==> config.mk <==
export PLATFORM = sky130hd
export DESIGN_NAME = lru_key_value_cache_top_flat
export DESIGN_NICKNAME = d
export VERILOG_FILES = /design/src/sv/lkvc_pkg.sv /design/src/sv/lkvc_req_if.sv /design/src/sv/lkvc_rsp_if.sv /design/src/sv/lkvc_cfg_if.sv /design/src/sv/lkvc_cell.sv /design/src/sv/lru_key_value_cache_top.sv /design/src/flat_wrapper.sv
export SDC_FILE = /design/constraint.sdc
export NUM_CORES = 1
export LEC_CHECK = 0
export BUFFER_PORTS_ARGS = -buffer_cell sky130_fd_sc_hd__buf_2
export CORE_MARGIN = 5
export CORE_UTILIZATION = 40
export DETAILED_ROUTE_END_ITERATION = 16
export PLACE_DENSITY_LB_ADDON = 0.1
export SETUP_SLACK_MARGIN = 0.4
export SYNTH_ARGS = -nofsm -noshare
export SYNTH_HDL_FRONTEND = slang
export SYNTH_SLANG_ARGS = --single-unit
==> constraint.sdc <==
create_clock -name clk_i -period 7 [get_ports clk_i]
set_input_delay 0.35 -clock clk_i [delete_from_list [all_inputs] [get_ports clk_i]]
set_output_delay 0.35 -clock clk_i [all_outputs]
set_load 0.01 [all_outputs]
==> src/sv/lkvc_pkg.sv <==
// ----------------------------------------------------------------------------
// LRU key-value cache package
// Shared widths, reset values and the entry type held in each cell.
// ----------------------------------------------------------------------------
package lkvc_pkg;

  // Fixed widths of the request and response fields.
  localparam int KeyW = 32;
  localparam int ValW = 32;
  localparam int CapW = 5;

  // Default depth of the cell chain and reset value of the capacity register.
  localparam int              EntriesDefault = 16;
  localparam logic [CapW-1:0] CapReset       = CapW'(16);

  // Operation codes on the request channel.
  localparam logic CmdGet = 1'b0;
  localparam logic CmdPut = 1'b1;

  // One stored pair plus its valid flag.
  typedef struct packed {
    logic            valid;
    logic [KeyW-1:0] key;
    logic [ValW-1:0] value;
  } lkvc_entry_t;

endpackage

==> src/sv/lkvc_req_if.sv <==
// ----------------------------------------------------------------------------
// LRU cache request channel
// Valid/ready channel carrying one get or put word.
// ----------------------------------------------------------------------------
interface lkvc_req_if;
  logic               valid;
  logic               ready;
  logic               cmd;
  logic signed [31:0] key;
  logic signed [31:0] value;

  modport source (output valid, output cmd, output key, output value, input ready);
  modport sink   (input valid, input cmd, input key, input value, output ready);
endinterface

==> src/sv/lkvc_rsp_if.sv <==
// ----------------------------------------------------------------------------
// LRU cache response channel
// Valid/ready channel carrying one result word per request.
// ----------------------------------------------------------------------------
interface lkvc_rsp_if;
  logic               valid;
  logic               ready;
  logic               found;
  logic signed [31:0] read_value;
  logic               evicted;

  modport source (output valid, output found, output read_value, output evicted,
                  input ready);
  modport sink   (input valid, input found, input read_value, input evicted,
                  output ready);
endinterface

==> src/sv/lkvc_cfg_if.sv <==
// ----------------------------------------------------------------------------
// LRU cache configuration channel
// Valid/ready write channel for the capacity register.
// ----------------------------------------------------------------------------
interface lkvc_cfg_if;
  logic       valid;
  logic       ready;
  logic [4:0] capacity;

  modport source (output valid, output capacity, input ready);
  modport sink   (input valid, input capacity, output ready);
endinterface

==> src/sv/lkvc_cell.sv <==
// ----------------------------------------------------------------------------
// LRU cache cell
// Holds one entry at a fixed recency position, compares it against the
// broadcast key and loads its neighbor's entry when the chain shifts.
// ----------------------------------------------------------------------------
module lkvc_cell (
  input  logic                         clk_i,
  input  logic                         rst_ni,
  input  logic                         shift_i,
  input  lkvc_pkg::lkvc_entry_t        prev_i,
  input  logic [lkvc_pkg::KeyW-1:0]    key_i,
  output lkvc_pkg::lkvc_entry_t        entry_o,
  output logic                         hit_o
);
  import lkvc_pkg::*;

  logic            valid_q;
  logic [KeyW-1:0] key_q;
  logic [ValW-1:0] value_q;

  // The valid flag is control state and is cleared at reset.
  always_ff @(posedge clk_i or negedge rst_ni) begin
    if (!rst_ni) begin
      valid_q <= 1'b0;
    end else if (shift_i) begin
      valid_q <= prev_i.valid;
    end
  end

  // Key and value follow the valid flag down the chain.
  always_ff @(posedge clk_i) begin
    if (shift_i) begin
      key_q   <= prev_i.key;
      value_q <= prev_i.value;
    end
  end

  // Lookup compare against the broadcast key.
  assign hit_o   = valid_q && (key_q == key_i);
  assign entry_o = '{valid: valid_q, key: key_q, value: value_q};

endmodule

==> src/sv/lru_key_value_cache_top.sv <==
// ----------------------------------------------------------------------------
// LRU key-value cache top level
// Fully associative store kept as a chain of cells ordered by recency.
// ----------------------------------------------------------------------------
// Usage:
//   req_i carries one word per operation: cmd (get or put), key and value.
//   rsp_o returns one word per request: found, read_value and evicted.
//   cfg_i writes the capacity register; it is always ready and should be
//   written only while no request is outstanding.
// Cell 0 holds the most recent entry, and valid cells always form a prefix
// of the chain. A lookup compares the key in every cell at once; a hit or a
// put then shifts the cells in front of the affected position down by one
// and loads the entry into cell 0, all in the accepting cycle.
// The response is registered and appears in the cycle after the request is
// accepted; a new request is accepted every cycle while the response register
// is empty or its word is being taken.
// Reset empties the store and sets the capacity to 16. When the receiver
// stalls, the response register holds its word and req_i.ready drops until
// that word is taken.
// ----------------------------------------------------------------------------
module lru_key_value_cache_top #(
  parameter int ENTRIES = lkvc_pkg::EntriesDefault
) (
  input  logic clk_i,
  input  logic rst_ni,
  lkvc_req_if.sink   req_i,
  lkvc_rsp_if.source rsp_o,
  lkvc_cfg_if.sink   cfg_i
);
  import lkvc_pkg::*;

  localparam int IdxW = (ENTRIES > 1) ? $clog2(ENTRIES) : 1;
  localparam int OccW = $clog2(ENTRIES + 1);
  localparam int CmpW = (OccW > CapW) ? OccW : CapW;

  logic [CapW-1:0] capacity_q;
  logic [OccW-1:0] occ_q, occ_d;
  logic            rsp_valid_q;
  logic            found_q, evicted_q;
  logic [ValW-1:0] read_value_q;

  lkvc_entry_t       cell_entry [ENTRIES];
  lkvc_entry_t       cell_prev  [ENTRIES];
  lkvc_entry_t       head_entry;
  logic [ENTRIES-1:0] hit_vec;
  logic [ENTRIES-1:0] valid_vec;
  logic [ENTRIES-1:0] shift_vec;

  logic            accept;
  logic            any_hit;
  logic [IdxW-1:0] hit_idx;
  logic [ValW-1:0] hit_value;
  logic [CmpW-1:0] cap_eff;
  logic            evict_need;
  logic            miss_put;
  logic            update;
  logic [IdxW-1:0] stop_idx;

  // Handshakes.
  assign accept      = req_i.valid && req_i.ready;
  assign req_i.ready = !rsp_valid_q || rsp_o.ready;
  assign cfg_i.ready = 1'b1;

  // Capacity register.
  always_ff @(posedge clk_i or negedge rst_ni) begin
    if (!rst_ni) begin
      capacity_q <= CapReset;
    end else if (cfg_i.valid && cfg_i.ready) begin
      capacity_q <= cfg_i.capacity;
    end
  end

  // Effective capacity: zero acts as one, anything above the depth as the depth.
  always_comb begin
    if (capacity_q == '0) begin
      cap_eff = CmpW'(1);
    end else if (CmpW'(capacity_q) > CmpW'(ENTRIES)) begin
      cap_eff = CmpW'(ENTRIES);
    end else begin
      cap_eff = CmpW'(capacity_q);
    end
  end

  assign evict_need = CmpW'(occ_q) >= cap_eff;

  // The cell chain.
  for (genvar g = 0; g < ENTRIES; g++) begin : g_cell
    if (g == 0) begin : g_head
      assign cell_prev[g] = head_entry;
    end else begin : g_link
      assign cell_prev[g] = cell_entry[g-1];
    end

    lkvc_cell u_cell (
      .clk_i   (clk_i),
      .rst_ni  (rst_ni),
      .shift_i (shift_vec[g]),
      .prev_i  (cell_prev[g]),
      .key_i   (req_i.key),
      .entry_o (cell_entry[g]),
      .hit_o   (hit_vec[g])
    );

    assign valid_vec[g] = cell_entry[g].valid;
    assign shift_vec[g] = update && (IdxW'(g) <= stop_idx);
  end

  // Hit position and hit value; at most one cell can match.
  always_comb begin
    hit_idx   = '0;
    hit_value = '0;
    for (int i = 0; i < ENTRIES; i++) begin
      if (hit_vec[i]) begin
        hit_idx   = hit_idx | IdxW'(i);
        hit_value = hit_value | cell_entry[i].value;
      end
    end
  end

  assign any_hit  = |hit_vec;
  assign miss_put = (req_i.cmd == CmdPut) && !any_hit;
  assign update   = accept && (any_hit || (req_i.cmd == CmdPut));

  // Last cell that takes its neighbor's entry: the hit cell, the last valid
  // cell when the oldest entry falls off, or the first free cell otherwise.
  always_comb begin
    if (any_hit) begin
      stop_idx = hit_idx;
    end else if (evict_need) begin
      stop_idx = IdxW'(occ_q - OccW'(1));
    end else begin
      stop_idx = IdxW'(occ_q);
    end
  end

  // The entry loaded into cell 0 becomes the most recent one.
  always_comb begin
    head_entry.valid = 1'b1;
    head_entry.key   = req_i.key;
    head_entry.value = (req_i.cmd == CmdPut) ? req_i.value : hit_value;
  end

  // Occupancy grows only on an insert that evicts nothing.
  always_comb begin
    occ_d = occ_q;
    if (accept && miss_put && !evict_need) begin
      occ_d = occ_q + OccW'(1);
    end
  end

  always_ff @(posedge clk_i or negedge rst_ni) begin
    if (!rst_ni) begin
      occ_q <= '0;
    end else begin
      occ_q <= occ_d;
    end
  end

  // Response register.
  always_ff @(posedge clk_i or negedge rst_ni) begin
    if (!rst_ni) begin
      rsp_valid_q <= 1'b0;
    end else if (req_i.ready) begin
      rsp_valid_q <= req_i.valid;
    end
  end

  always_ff @(posedge clk_i) begin
    if (accept) begin
      found_q      <= any_hit;
      read_value_q <= (any_hit && (req_i.cmd == CmdGet)) ? hit_value : '0;
      evicted_q    <= miss_put && evict_need;
    end
  end

  assign rsp_o.valid      = rsp_valid_q;
  assign rsp_o.found      = found_q;
  assign rsp_o.read_value = read_value_q;
  assign rsp_o.evicted    = evicted_q;

`ifndef SYNTHESIS
  // Keys are unique among valid cells, so a lookup matches at most one cell.
  assert property (@(posedge clk_i) disable iff (!rst_ni) $onehot0(hit_vec))
    else $error("lookup matched more than one cell");

  // Valid cells form an unbroken prefix of the chain.
  assert property (@(posedge clk_i) disable iff (!rst_ni)
    ((valid_vec + ENTRIES'(1)) & valid_vec) == '0)
    else $error("valid cells are not contiguous from cell 0");

  // The occupancy count matches the number of valid cells.
  assert property (@(posedge clk_i) disable iff (!rst_ni)
    $countones(valid_vec) == int'(occ_q))
    else $error("occupancy count disagrees with valid cells");

  // A get never changes the occupancy.
  assert property (@(posedge clk_i) disable iff (!rst_ni)
    accept && (req_i.cmd == CmdGet) |=> $stable(occ_q))
    else $error("get changed the occupancy");

  // An eviction only happens on a put that missed.
  assert property (@(posedge clk_i) disable iff (!rst_ni)
    rsp_valid_q && evicted_q |-> !found_q && (read_value_q == '0))
    else $error("eviction reported together with a hit");
`endif

endmodule
==> src/flat_wrapper.sv <==
// flat-port wrapper written by rule: the top's interface ports become plain ports
module lru_key_value_cache_top_flat import lkvc_pkg::*;
#(
  parameter int ENTRIES = lkvc_pkg::EntriesDefault
)
  (clk_i, rst_ni, req_i_valid, req_i_cmd, req_i_key, req_i_value, req_i_ready, rsp_o_valid, rsp_o_found, rsp_o_read_value, rsp_o_evicted, rsp_o_ready, cfg_i_valid, cfg_i_capacity, cfg_i_ready);
  lkvc_req_if req_i_i ();
  lkvc_rsp_if rsp_o_i ();
  lkvc_cfg_if cfg_i_i ();
  input  logic clk_i;
  input  logic rst_ni;
  input wire logic [$bits(req_i_i.valid)-1:0] req_i_valid;
  input wire logic [$bits(req_i_i.cmd)-1:0] req_i_cmd;
  input wire logic [$bits(req_i_i.key)-1:0] req_i_key;
  input wire logic [$bits(req_i_i.value)-1:0] req_i_value;
  output wire logic [$bits(req_i_i.ready)-1:0] req_i_ready;
  output wire logic [$bits(rsp_o_i.valid)-1:0] rsp_o_valid;
  output wire logic [$bits(rsp_o_i.found)-1:0] rsp_o_found;
  output wire logic [$bits(rsp_o_i.read_value)-1:0] rsp_o_read_value;
  output wire logic [$bits(rsp_o_i.evicted)-1:0] rsp_o_evicted;
  input wire logic [$bits(rsp_o_i.ready)-1:0] rsp_o_ready;
  input wire logic [$bits(cfg_i_i.valid)-1:0] cfg_i_valid;
  input wire logic [$bits(cfg_i_i.capacity)-1:0] cfg_i_capacity;
  output wire logic [$bits(cfg_i_i.ready)-1:0] cfg_i_ready;
  assign req_i_i.valid = req_i_valid;
  assign req_i_i.cmd = req_i_cmd;
  assign req_i_i.key = req_i_key;
  assign req_i_i.value = req_i_value;
  assign req_i_ready = req_i_i.ready;
  assign rsp_o_valid = rsp_o_i.valid;
  assign rsp_o_found = rsp_o_i.found;
  assign rsp_o_read_value = rsp_o_i.read_value;
  assign rsp_o_evicted = rsp_o_i.evicted;
  assign rsp_o_i.ready = rsp_o_ready;
  assign cfg_i_i.valid = cfg_i_valid;
  assign cfg_i_i.capacity = cfg_i_capacity;
  assign cfg_i_ready = cfg_i_i.ready;
  lru_key_value_cache_top #(.ENTRIES(ENTRIES)) u_core (.clk_i(clk_i), .rst_ni(rst_ni), .req_i(req_i_i), .rsp_o(rsp_o_i), .cfg_i(cfg_i_i));
endmodule
[Yosys cells after proc, flatten, opt, wreduce, memory -nomap -nowiden]
Index checks and enable logic that the tools add are counted.
Word-level totals
  register bits after elaboration: 1085
  bits in latches: 0
  memory bits (writable): 0
  memory bits (read-only): 0
  input port bits: 75
  output and inout bits: 37
  word-level logic and storage cells: 188
  memories kept: 0
Operators by class
  $add $sub $neg: 2
  $mul: 0
  divide/modulo/power cells: 0
  magnitude comparators: 18
  equality and inequality tests: 16
  shift operators: 0
  multiplexer cells: 36
  bitwise gates (word level): 16
  reductions and logical operators: 46
Operators with widths (count)
  $mux 32: 17
  $eq 32x32->1: 16
  $or 32x32->32: 15
  $mux 4: 10
  $logic_and 1x1->1: 39
  $le 4x4->1 const A: 8
  $le 3x4->1 const A: 4
  $reduce_or 16->1: 1
  $mux 3: 4
  $mux 5: 2
  $le 1x4->1 const A: 2
  $le 2x4->1 const A: 2
  $add 5x1->5 const B: 1
  $ge 5x5->1: 1
  $gt 5x5->1 const B: 1
  $logic_not 5->1: 1
  $mux 2: 2
  $sub 4x1->4 const B: 1
  $logic_not 1->1: 3
  $logic_or 1x1->1: 2
  $mux 1: 1
  $not 1->1: 1

[Depth between registers and ports, before layout]
Gate-level depths: netlist of the first run.
  word-level depth: 34
  gate-level depth with buffers: 15
  depth with buffers taken out: 14

[By module]
Synthesis of the first run repeated with hierarchy kept, for this count alone.
Unflattened totals
  cells, all modules: 2448
  area, all modules: 42534.5 um2
By module, submodules not included
  lkvc_cell: instances 16, cells an instance 111, area an instance 2321.0 um2, sequential area each 1946.9 um2
  lru_key_value_cache_top: instances 1, cells an instance 672, area an instance 5398.9 um2, sequential area each 1297.5 um2

[Least setup slack after synthesis of the first run]
OpenSTA, ideal clock, no wires.
  kind: input port to flip-flop
  start point: in req_i_key[22]
  end point: reg u_core.g_cell[1].u_cell.valid_q
  setup time: 0.134 ns
  data arrival time: 5.807 ns
  slack: 1.059 ns
  cell stages on the path: 12
  path through: buf_4 -> buf_6 -> xor2_1 -> nor4_1 -> nand4_1 -> nor4_2 -> nor4_2 -> nand2_1 -> o21bai_1 -> nor3b_2 -> a21oi_1 -> mux2_1
Between the ends
  cells in the longest elaborated chain, start to end: 20
Ends and longest elaborated chain
  start: declaration: RTL line flat_wrapper.sv:14  | input wire logic [$bits(req_i_i.key)-1:0] req_i_key;
  $eq 32x32->1: RTL line lkvc_cell.sv:39  | assign hit_o = valid_q && (key_q == key_i);
  $logic_and 1x1->1: RTL line lkvc_cell.sv:39
  $mux 1: RTL line lru_key_value_cache_top.sv:113  | if (hit_vec[i]) begin
  $mux 2 (2 in a row): RTL line lru_key_value_cache_top.sv:113
  $mux 3 (4 in a row): RTL line lru_key_value_cache_top.sv:113
  $mux 4 (8 in a row): RTL line lru_key_value_cache_top.sv:113
  $mux 4: RTL line lru_key_value_cache_top.sv:127  | if (any_hit) begin
  $le 1x4->1: RTL line lru_key_value_cache_top.sv:105  | assign shift_vec[g] = update && (IdxW'(g) <= stop_idx);
  $logic_and 1x1->1 (*): RTL line lru_key_value_cache_top.sv:105
  net u_core.g_cell[1].u_cell.shift_i: RTL line lkvc_cell.sv:9  | input logic shift_i,
  end signal: assignment: RTL line lkvc_cell.sv:26  | valid_q <= prev_i.valid;
  end: declaration: RTL line lkvc_cell.sv:17  | logic valid_q;
Mark *: on every way through the listed nets, which the timed path passes. The rest lies on a longest branch.
A chain may end at the register's enable or synchronous reset.

[Worst setup path after layout of the first run]
  start point: reg u_core.g_cell[14].u_cell.key_q[7]
  end point: reg u_core.g_cell[7].u_cell.valid_q
Between the ends
  cells in the longest elaborated chain, start to end: 7
Ends and longest elaborated chain
  start: declaration: RTL line lkvc_cell.sv:18  | logic [KeyW-1:0] key_q;
  start signal: assignment: RTL line lkvc_cell.sv:33  | key_q <= prev_i.key;
  $eq 32x32->1 (*): RTL line lkvc_cell.sv:39
  $logic_and 1x1->1 (*): RTL line lkvc_cell.sv:39
  $mux 4 (2 in a row): RTL line lru_key_value_cache_top.sv:113
  $mux 4: RTL line lru_key_value_cache_top.sv:127
  $le 3x4->1: RTL line lru_key_value_cache_top.sv:105
  $logic_and 1x1->1 (*): RTL line lru_key_value_cache_top.sv:105
  net u_core.g_cell[7].u_cell.shift_i: RTL line lkvc_cell.sv:9
  end signal: assignment: RTL line lkvc_cell.sv:26
  end: declaration: RTL line lkvc_cell.sv:17
Marks and branches as above.

==> results.sh, run 1 <==
export IMPL_outcome="finished, final reports clean"
export IMPL_synth_yosys_warnings=0
export IMPL_dp_worst_setup_slack_ns=1.46
export IMPL_postRouteAntennaNets=0
export IMPL_synth_top_area_frac=0.740
export IMPL_post_cts_setup_buffer_count=0
export IMPL_worstRegToRegCells=11
export IMPL_die_width_um=338
export IMPL_final_net_count=2777
export IMPL_timing_final_hold_violations=0
export IMPL_via_count_of_the_first_global_routing_pass=23900
export IMPL_maxCapViolCount=0
export IMPL_floorplan_core_area_um2=107000
export IMPL_power_static_leakage_nw=16.3
export IMPL_drt_first_pass_iters=6
export IMPL_worst_setup_path_start_kind="register"
export IMPL_synth_cell_area_um2=43000
export IMPL_detailed_place_hpwl_um=77900
export IMPL_postCtsResizedCells=0
export IMPL_f_max_ghz=0.204
export IMPL_worst_ep_arrival_time_ns=5.48
export IMPL_final_critical_path_setup_slack_ns=2.11
export IMPL_finalClockSkew_ns=0.0322
export IMPL_irDropWorstVdd_mv=0.197
export IMPL_timing_critical_path_to_type="register"
export IMPL_cells_on_worst_hold_path=3
export IMPL_clkLatencyLatePin_ns=0.70
export IMPL_most_common_layout_cells="edfxtp_1 (1,058), xor2_1 (374), a22oi_1 (164), xnor2_1 (140), clkbuf_16 (116)"
export IMPL_finalWeightedCongestion=0.858
export IMPL_dp_cells=3947
export IMPL_fp_row_count=120
export IMPL_syn_area_per_cell_um2=17.2
export IMPL_synthTopCellsByArea="edfxtp_1 (74%), xor2_1 (7.6%), a22oi_1 (2.9%)"
export IMPL_clock_sinks=1085
export IMPL_fillers=9321
export IMPL_drive_gt1_frac=0.146
export IMPL_grt_util_all_layers=0.211
export IMPL_sequential_area_share_after_synthesis=0.755
export IMPL_timing_critical_path_fanout_max=34
export IMPL_dr_total_vias=23200
export IMPL_hold_path_class="in -> reg"
export IMPL_number_of_synthesized_flops_with_an_enable_pin=1058
export IMPL_total_negative_setup_slack_ns=0
export IMPL_die_area_um2=114000
export IMPL_ctsLongestPathBuffers=3
export IMPL_postLayoutCellArea_um2=49300
export IMPL_count_of_distinct_cell_types_in_the_synthesized_netlist=53
export IMPL_tritoncts="yes"
export IMPL_ctsHoldBuffers=34
export IMPL_grt_pass1_wl_um=173000
export IMPL_die_y_um=338
export IMPL_layout_worst_path_cycle_share=0.699
export IMPL_wl_um=122000
export IMPL_areaGrowthSynthToFinish_pct=14.7
export IMPL_grt_setup_unrepaired="false"
export IMPL_synth_largest_area_cell="edfxtp_1"
export IMPL_synthesis_instances=2491
export IMPL_yosys_most_used_dff="edfxtp_1"
export IMPL_grt_antenna_before_repair=2
export IMPL_clk_root_buffer_cell="clkbuf_16"
export IMPL_effective_utilization_at_floorplan=0.402
export IMPL_drt_wirelength_per_cell_um=29.1
export IMPL_finalSetupViolations=0
export IMPL_htree_num_levels=3
export IMPL_final_max_slew_viol_count=0
export IMPL_clkTransAtPathRegs_ns=0.06
export IMPL_critical_path_class="reg -> reg"
export IMPL_non_filler_cells_in_the_finished_layout=4191
export IMPL_power_mw=16.1
export IMPL_ys_async_sr_fraction=0.0249
export IMPL_antennaDiodeCount=0
export IMPL_finalWorstPathRequiredPeriod_ns=4.89
export IMPL_grt_overflow=0
export IMPL_port_buffer_count=110
export IMPL_ioPinCount=112
export IMPL_p_per_area_nw_per_um2=327
export IMPL_grt_max_degree=66
export IMPL_timing_max_slew_rel_slack=0.139
export IMPL_synth_seq_cells=1085
export IMPL_vias_per_cell=5.54
export IMPL_syn_nets=2573
export IMPL_dpl_instance_area_um2=45200
export IMPL_worst_slew_pin_transition_ns=1.29
export IMPL_worstPathRequired_ns=7.59
export IMPL_tritoncts_num_buffers=115
export IMPL_drt_first_iter_violations=2336
export IMPL_layout_cells_most_common="edfxtp_1"
export IMPL_drcViolationCount=0
## stage by stage
stage,hold WS (ns),util
floorplan,0.0544,-
global placement,0.430,0.423
detailed placement,0.432,0.423
CTS,0.0136,0.461
global route,0.0445,0.461
finish,0.0505,0.461
## final timing paths
check	startpoint	end	slack, ns
max in group asynchronous	rst_ni	u_core.g_cell[2].u_cell.valid_q	6.22
min reg2reg	u_core.g_cell[12].u_cell.value_q[9]	u_core.g_cell[13].u_cell.value_q[9]	0.43
max reg2reg	u_core.g_cell[14].u_cell.key_q[7]	u_core.g_cell[7].u_cell.valid_q	2.11
max	u_core.g_cell[14].u_cell.key_q[7]	u_core.g_cell[7].u_cell.valid_q	2.11
min	req_i_value[13]	u_core.g_cell[0].u_cell.value_q[13]	0.05
min in group asynchronous	rst_ni	u_core.g_cell[7].u_cell.valid_q	0.28
## where the power goes
part	internal, mW	total (mW)	switching [mW]
Clock	3.54	6.08	2.53
Sequential	8.05	8.46	0.412
Combinational	0.428	1.55	1.12
Total	12.0	16.1	4.07
## cell usage after synthesis, types with 2 or more instances
| library cell | count |
|---|---|
| a22oi_1 | 164 |
| nor2_1 | 108 |
| mux2_2 | 6 |
| nor3_1 | 16 |
| buf_4 | 34 |
| a21oi_1 | 38 |
| buf_1 | 13 |
| and3_1 | 2 |
| o21bai_1 | 2 |
| a21oi_2 | 4 |
| a22o_1 | 46 |
| clkbuf_1 | 40 |
| dfrtp_1 | 26 |
| edfxtp_1 | 1058 |
| o2111ai_1 | 3 |
| o21ai_0 | 4 |
| nand2_1 | 28 |
| o31ai_2 | 3 |
| mux2_1 | 11 |
| ha_1 | 7 |
| a21o_1 | 3 |
| xnor2_1 | 140 |
| nand4_1 | 59 |
| nor3_2 | 3 |
| nand3_1 | 66 |
| buf_6 | 32 |
| mux2_4 | 3 |
| nor4_1 | 88 |
| buf_8 | 2 |
| nand2b_1 | 7 |
| nor2_2 | 2 |
| nor4_4 | 6 |
| a221oi_1 | 46 |
| inv_1 | 12 |
| buf_2 | 7 |
| xor2_1 | 374 |
| nor4_2 | 12 |
## logic make-up (layout without fill, tap and decap cells)
family	count (synthesis)	in the layout	synth area share
flops	1085	1085	0.755
xor+xnor	514	514	0.105
simple gates	405	405	0.0539
compound gates	318	318	0.0565
buf+inv	140	437	0.0215
mux	21	21	0.00574
fa+ha+maj	7	7	0.00204
other cells	1	1	0.0000873
## critical path, stage by stage, from the launching register on
cell      delay (ns)
edfxtp_1        0.41
xor2_1          0.16
nor4_1          0.49
nand4_1         0.23
nor4_4          0.41
buf_4           0.66
nor4_1          0.28
nand2_1         0.22
nor2b_4         0.15
o31ai_4         0.89
buf_4           0.52
mux2_4          0.33
## cell type report
| cell class | instances | area [um^2] | share of cell area |
|---|---|---|---|
| clock inverter | 70 | 667 | 0.0135 |
| tap | 1403 | 1760 | 0.0356 |
| inverter | 12 | 47.5 | 0.000965 |
| sequential | 1085 | 32400 | 0.659 |
| clock buffer | 140 | 3070 | 0.0624 |
| multi-input combinational | 1266 | 9780 | 0.199 |
| timing repair buffer | 215 | 1490 | 0.0302 |
## layer usage
metal | wire, um | vias to the layer above | track usage
li1 | - | 10100 | -
met1 | 52300 | 11900 | 0.291
met2 | 58000 | 1015 | 0.344
met3 | 8400 | 204 | 0.0362
met4 | 3450 | 0 | 0.0637
met5 | 0 | - | 0
## registers in the layout (all words and copies together) (netlist names)
register and cells:
u_core.rsp_o.evicted 1, u_core.g_cell.u_cell.valid_q 16, u_core.g_cell.u_cell.key_q 512, u_core.rsp_o.read_value 32, u_core.rsp_o.valid 1, u_core.capacity_q 5, u_core.g_cell.u_cell.value_q 512, u_core.occ_q 5
u_core.rsp_o.found 1
No activity file was read; power rests on OpenSTA's default activity.
==> inputs of run 2 (changes only) <==
- ABC_AREA: not set -> 1
- clock period: 7 -> 5.1 ns (I/O delays scaled with it)
==> results.sh, run 2 <==
export IMPL_area_used_by_multi_input_combinational_logic_um2=14600
export IMPL_die_width_um=361
export IMPL_drt_first_pass_iters=5
export IMPL_grt_max_degree=65
export IMPL_timing_critical_path_fanout_max=39
export IMPL_finalSetupViolations=0
export IMPL_timing_critical_path_to_type="register"
export IMPL_layout_cells_most_common="nand2_1"
export IMPL_via_count_of_the_first_global_routing_pass=36500
export IMPL_wl_met1_um=76300
export IMPL_worst_setup_path_start_kind="register"
export IMPL_syn_nets=4708
export IMPL_fp_row_count=128
export IMPL_finalClockSkew_ns=0.0332
export IMPL_topRoutingLayerUsed="met4"
export IMPL_non_filler_cells_in_the_finished_layout=6612
export IMPL_htree_num_levels=3
export IMPL_power_static_leakage_nw=23.1
export IMPL_dr_wl_met2_um=89900
export IMPL_drive_gt1_frac=0.0977
export IMPL_dp_cells=6333
export IMPL_post_synth_top_count_cell="nand2_1"
export IMPL_die_area_um2=130000
export IMPL_antennaDiodeCount=0
export IMPL_drt_first_iter_violations=3486
export IMPL_maxCapViolCount=0
export IMPL_timing_max_slew_rel_slack=0.401
export IMPL_final_net_count=4968
export IMPL_count_of_distinct_cell_types_in_the_synthesized_netlist=41
export IMPL_grt_pass1_wl_um=261000
export IMPL_number_of_synthesized_flops_with_an_enable_pin=1058
export IMPL_effective_utilization_at_floorplan=0.404
export IMPL_sequential_area_share_after_synthesis=0.658
export IMPL_drt_wirelength_per_cell_um=28.3
export IMPL_synth_cell_area_um2=49300
export IMPL_port_buffer_count=110
export IMPL_grt_antenna_before_repair=4
export IMPL_fillers=11400
export IMPL_timing_final_hold_violations=0
export IMPL_drcViolationCount=0
export IMPL_tritoncts="yes"
export IMPL_total_negative_setup_slack_ns=0
export IMPL_yosys_most_used_dff="edfxtp_1"
export IMPL_synth_yosys_warnings=0
export IMPL_wl_um=187000
export IMPL_final_max_slew_viol_count=0
export IMPL_areaGrowthSynthToFinish_pct=15.3
export IMPL_synth_commonest_cells="nand2_1 (1,413), edfxtp_1 (1,058), nor2_1 (574)"
export IMPL_clock_sinks=1085
export IMPL_route_met3_wl_um=11400
export IMPL_synth_largest_area_cell="edfxtp_1"
export IMPL_irDropWorstVdd_mv=0.329
export IMPL_dr_total_vias=35900
export IMPL_postRouteAntennaNets=0
export IMPL_syn_area_per_cell_um2=10.7
export IMPL_hold_path_class="in -> reg"
export IMPL_finalWorstPathRequiredPeriod_ns=4.18
export IMPL_detailed_place_hpwl_um=132000
export IMPL_synth_top_area_frac=0.645
export IMPL_layout_worst_path_cycle_share=0.819
export IMPL_most_common_layout_cells="nand2_1 (1,407), edfxtp_1 (1,058), nor2_1 (569), inv_1 (423), a22o_1 (255)"
export IMPL_worstPathRequired_ns=5.49
export IMPL_die_y_um=361
export IMPL_ctsLongestPathBuffers=3
export IMPL_clkTransAtPathRegs_ns=0.06
export IMPL_ioPinCount=112
export IMPL_finalWeightedCongestion=0.999
export IMPL_outcome="finished, final reports clean"
export IMPL_clkLatencyLatePin_ns=0.75
export IMPL_critical_path_class="reg -> reg"
export IMPL_critical_path_max_stage_delay_ns=0.64
export IMPL_critical_path_cell_chain="xnor2_1 > nand3_1 > nor2_1 > nand2_1 > nor2_1 > nand3_1 > nand2_1 > nor2_2 > nand2_2 > nor2_8 > a21oi_4 > buf_4 > buf_4"
export IMPL_post_cts_setup_buffer_count=0
export IMPL_vias_per_cell=5.43
export IMPL_p_per_area_nw_per_um2=436
export IMPL_worst_slew_pin_transition_ns=0.898
export IMPL_floorplan_core_area_um2=122000
export IMPL_grt_setup_unrepaired="false"
export IMPL_tritoncts_num_buffers=119
export IMPL_ys_async_sr_fraction=0.0249
export IMPL_worst_ep_arrival_time_ns=4.56
export IMPL_grt_util_all_layers=0.281
export IMPL_synth_seq_cells=1085
export IMPL_worst_path_max_delay_cell="xnor2_1"
export IMPL_grt_overflow=0
export IMPL_synthesis_instances=4626
export IMPL_synthTopCellsByArea="edfxtp_1 (64%), nand2_1 (11%), a22o_1 (4.5%)"
export IMPL_ff_latch_area_um2=32400
export IMPL_clk_root_buffer_cell="clkbuf_16"
export IMPL_f_max_ghz=0.239
==> run 2: worst paths after layout <==
check,startpoint,end,slack [ns],cells after the start
max,u_core.g_cell[10].u_cell.key_q[14],u_core.g_cell[0].u_cell.key_q[13],0.92,13
min,req_i_key[16],u_core.g_cell[0].u_cell.key_q[16],0.04,1
max reg2reg,u_core.g_cell[10].u_cell.key_q[14],u_core.g_cell[0].u_cell.key_q[13],0.92,13
min reg2reg,u_core.g_cell[9].u_cell.value_q[12],u_core.g_cell[10].u_cell.value_q[12],0.44,0
max in group asynchronous,rst_ni,u_core.g_cell[12].u_cell.valid_q,4.53,2
min in group asynchronous,rst_ni,u_core.capacity_q[0],0.07,2
==> run 2: cell families (layout without fill, tap and decap cells) <==
kind of cell	Yosys count	in the layout	share of synthesized area
and+or+nand+nor	2337	2337	0.193
DFF	1085	1085	0.658
buffers and inverters	596	957	0.0513
AOI/OAI and AO/OA	417	417	0.0628
xor gates and xnor gates	183	183	0.0325
adders and majority gates	7	7	0.00178
other	1	1	0.0000761
==> run 2: where the power goes <==
part	switching, mW	leakage [nW]	internal [mW]
Combinational	2.83	11.2	1.00
Sequential	0.920	9.99	11.5
Clock	3.76	1.82	4.72
==> run 2: per-stage QoR <==
stage	setup slack, ns	hold WS, ns	total power [mW]	instance area, um^2	util
after floorplan	0.392	-0.0406	14.4	49600	-
after global placement	0.784	0.331	16.4	52400	0.430
after detailed placement	0.795	0.335	16.4	52400	0.430
after CTS	0.987	0.00381	24.9	56800	0.465
after global routing	0.791	0.0260	25.7	56800	0.465
final	0.922	0.0446	24.8	56800	0.465
==> run 2: layout make-up <==
class | instances | share of cell area
clock buffer | 158 | 0.0555
clock inverter | 64 | 0.0111
inverter | 455 | 0.0305
multi-input combinational | 2945 | 0.257
sequential | 1085 | 0.571
tap | 1625 | 0.0358
timing repair buffer | 280 | 0.0386
==> run 2: what timing repair did <==
action / in CTS / in global routing
hold buffers: 57 / 0
hold endpoints to repair: 72 / 0
gates resized for setup: 0 / 0
==> run 2: metal layers <==
layer  global-route usage  up-vias
met5                    0        -
met4                0.127        0
li1                     -    16200
met1                0.363    17800
met3               0.0379      408
met2                0.474     1580
==> run 2: worst max-delay path, delay by kind of cell, from the launching register on <==
| kind | cells | cell delay [ns] |
|---|---|---|
| AO/OA/AOI/OAI | 1 | 0.28 |
| XOR/XNOR | 1 | 0.64 |
| AND/OR/NAND/NOR | 9 | 1.16 |
| buffers and inverters | 2 | 1.22 |
| flip-flops | 1 | 0.46 |
==> inputs of run 3 (changes only) <==
- clock period: 5.1 -> 4.1 ns (I/O delays scaled with it)
==> results.sh, run 3 (same netlist as run 2, synthesis figures left out) <==
export IMPL_outcome="finished, final reports clean"
export IMPL_critical_path_class="in -> reg"
export IMPL_timing_rr_start="u_core.g_cell[14].u_cell.key_q[8]"
export IMPL_finalWorstPathRequiredPeriod_ns=3.62
export IMPL_wl_met1_um=77000
export IMPL_timing_critical_path_to_type="register"
export IMPL_grt_util_all_layers=0.281
export IMPL_clkTransAtPathRegs_ns=0.06
export IMPL_worstRegToRegCells=17
export IMPL_grt_overflow=0
export IMPL_layout_worst_path_cycle_share=0.882
export IMPL_timing_critical_path_fanout_max=18
export IMPL_dr_total_vias=36000
export IMPL_die_width_um=361
export IMPL_worst_ep_arrival_time_ns=4.02
export IMPL_timing_max_slew_rel_slack=0.383
export IMPL_power_static_leakage_nw=23.7
export IMPL_wl_um=187000
export IMPL_min_delay_worst_endpoint="u_core.g_cell[0].u_cell.key_q[9]"
export IMPL_tritoncts="yes"
export IMPL_grt_antenna_before_repair=1
export IMPL_tritoncts_num_buffers=118
export IMPL_min_from="req_i_key[9]"
export IMPL_fillers=11300
export IMPL_drcViolationCount=0
export IMPL_f_max_ghz=0.277
export IMPL_critical_path_max_stage_delay_ns=0.52
export IMPL_worst_path_max_delay_cell="dlygate4sd3_1"
export IMPL_clock_sinks=1085
export IMPL_floorplan_core_area_um2=122000
export IMPL_clkLatencyLatePin_ns=0.74
export IMPL_final_net_count=5062
export IMPL_dr_wl_met2_um=90400
export IMPL_areaGrowthSynthToFinish_pct=18.1
export IMPL_finalSetupViolations=0
export IMPL_vias_per_cell=5.38
export IMPL_effective_utilization_at_floorplan=0.404
export IMPL_maxCapViolCount=0
export IMPL_drt_first_pass_iters=5
export IMPL_drt_first_iter_violations=3323
export IMPL_final_critical_path_setup_slack_ns=0.483
export IMPL_irDropWorstVdd_mv=0.372
export IMPL_finalClockSkew_ns=0.0501
export IMPL_topRoutingLayerUsed="met4"
export IMPL_via_count_of_the_first_global_routing_pass=36600
export IMPL_htree_num_levels=3
export IMPL_grt_pass1_wl_um=262000
export IMPL_worst_slew_pin_transition_ns=0.925
export IMPL_dp_worst_setup_slack_ns=0.109
export IMPL_grt_max_degree=52
export IMPL_ctsLongestPathBuffers=3
export IMPL_postRouteAntennaNets=0
export IMPL_finalWeightedCongestion=0.982
export IMPL_final_max_slew_viol_count=0
export IMPL_timing_critical_path_mode_cell="nand2_1"
export IMPL_drive_gt1_frac=0.112
export IMPL_layout_core_utilization=0.477
export IMPL_grt_setup_unrepaired="false"
export IMPL_route_met3_wl_um=10300
export IMPL_port_buffer_count=110
export IMPL_clk_root_buffer_cell="clkbuf_16"
export IMPL_critical_path_cell_chain="dlygate4sd3_1 > buf_2 > inv_1 > buf_4 > nand2_1 > nand2_1 > nor2_1 > nand4_1 > nor2_1 > nand3_1 > nand2_1 > nor2_1 > nand2_2 > nor2_8 > nand2_1 > nand2_1 > nor2_2 > nand3_1 > clkinv_4 > buf_12"
export IMPL_setup_reg_to_reg_worst_slack_ns=0.53
export IMPL_hold_path_class="in -> reg"
export IMPL_most_common_layout_cells="nand2_1 (1,406), edfxtp_1 (1,058), nor2_1 (569), inv_1 (423), a22o_1 (255)"
export IMPL_layout_cells_most_common="nand2_1"
export IMPL_detailed_place_hpwl_um=137000
export IMPL_worstPathRequired_ns=4.51
export IMPL_regToRegEndpoint="u_core.g_cell[3].u_cell.key_q[14]"
export IMPL_ioPinCount=112
export IMPL_p_per_area_nw_per_um2=539
export IMPL_die_y_um=361
export IMPL_total_negative_setup_slack_ns=0
export IMPL_drt_wirelength_per_cell_um=27.9
export IMPL_worst_setup_path_start_kind="primary input"
export IMPL_fp_row_count=128
export IMPL_die_area_um2=130000
export IMPL_cells_on_worst_hold_path=2
export IMPL_timing_final_hold_violations=0
-- run 3: cell types whose count changed in the layout (fill, tap and decap cells not counted), moves of 4 or more --
cell	before	now
buf_12	18	52
buf_4	95	139
bufinv_16	7	13
clkbuf_1	36	28
clkinv_1	21	25
dlygate4sd3_1	57	72
-- run 3: metal layers --
| layer | up-vias | global-route usage |
|---|---|---|
| li1 | 16400 | - |
| met1 | 17800 | 0.364 |
| met2 | 1459 | 0.476 |
| met3 | 350 | 0.0327 |
| met4 | 0 | 0.127 |
| met5 | - | 0 |
-- run 3: timing repair --
item,CTS,global route
gates resized for setup,2,5
hold endpoints to repair,87,0
setup buffers,1,0
pin swaps,1,0
hold buffers,72,0
setup endpoints to repair,39,444
cloned,1,0
-- run 3: critical path, delay by kind of cell --
family	cells	cell delay (ns)
AND/OR/NAND/NOR	14	2.13
buffers and inverters	6	1.64
-- run 3: cell type report --
| cell class | instances | area (um^2) | share of cell area |
|---|---|---|---|
| clock inverters | 66 | 772 | 0.0133 |
| clock buffers | 151 | 3150 | 0.0541 |
| diodes | 1 | 2.50 | 0.0000430 |
| flip-flops and latches | 1085 | 32400 | 0.558 |
| well taps | 1625 | 2030 | 0.0349 |
| repair buffers | 374 | 3370 | 0.0579 |
| inverters | 455 | 1750 | 0.0301 |
| multi-input cells | 2946 | 14700 | 0.252 |
-- run 3: worst max-delay path by stage --
stage / startpoint / to / slack [ns] / cells after the start
finish: req_i_key[20] / u_core.g_cell[14].u_cell.value_q[22] / 0.48 / 20
global route: req_i_key[20] / u_core.g_cell[14].u_cell.key_q[0] / 0.42 / 20
CTS: u_core.g_cell[14].u_cell.key_q[18] / u_core.g_cell[14].u_cell.key_q[0] / 0.42 / 16
detailed placement: req_i_key[14] / u_core.g_cell[14].u_cell.value_q[21] / 0.11 / 18
global placement: req_i_key[14] / u_core.g_cell[3].u_cell.key_q[16] / 0.11 / 17
floorplan: req_i_key[2] / u_core.g_cell[13].u_cell.key_q[0] / -0.56 / 17
-- run 3: metrics by stage --
stage | hold WS [ns] | area [um^2] | total power, mW | cells
after floorplan | -0.0906 | 49700 | 17.9 | 4626
after global placement | 0.309 | 53500 | 20.6 | 6411
after detailed placement | 0.324 | 53500 | 20.6 | 6411
after CTS | 0.000297 | 58200 | 31.5 | 6702
after global routing | 0.0255 | 58200 | 32.5 | 6702
final | 0.0517 | 58200 | 31.3 | 6703
-- run 3: power by group --
group	switching, mW	total (mW)	internal, mW	leakage, nW
clock	4.61	10.9	6.25	1.89
sequential	1.13	15.4	14.3	9.99
combinational	3.52	5.03	1.51	11.8
total	9.26	31.3	22.1	23.7
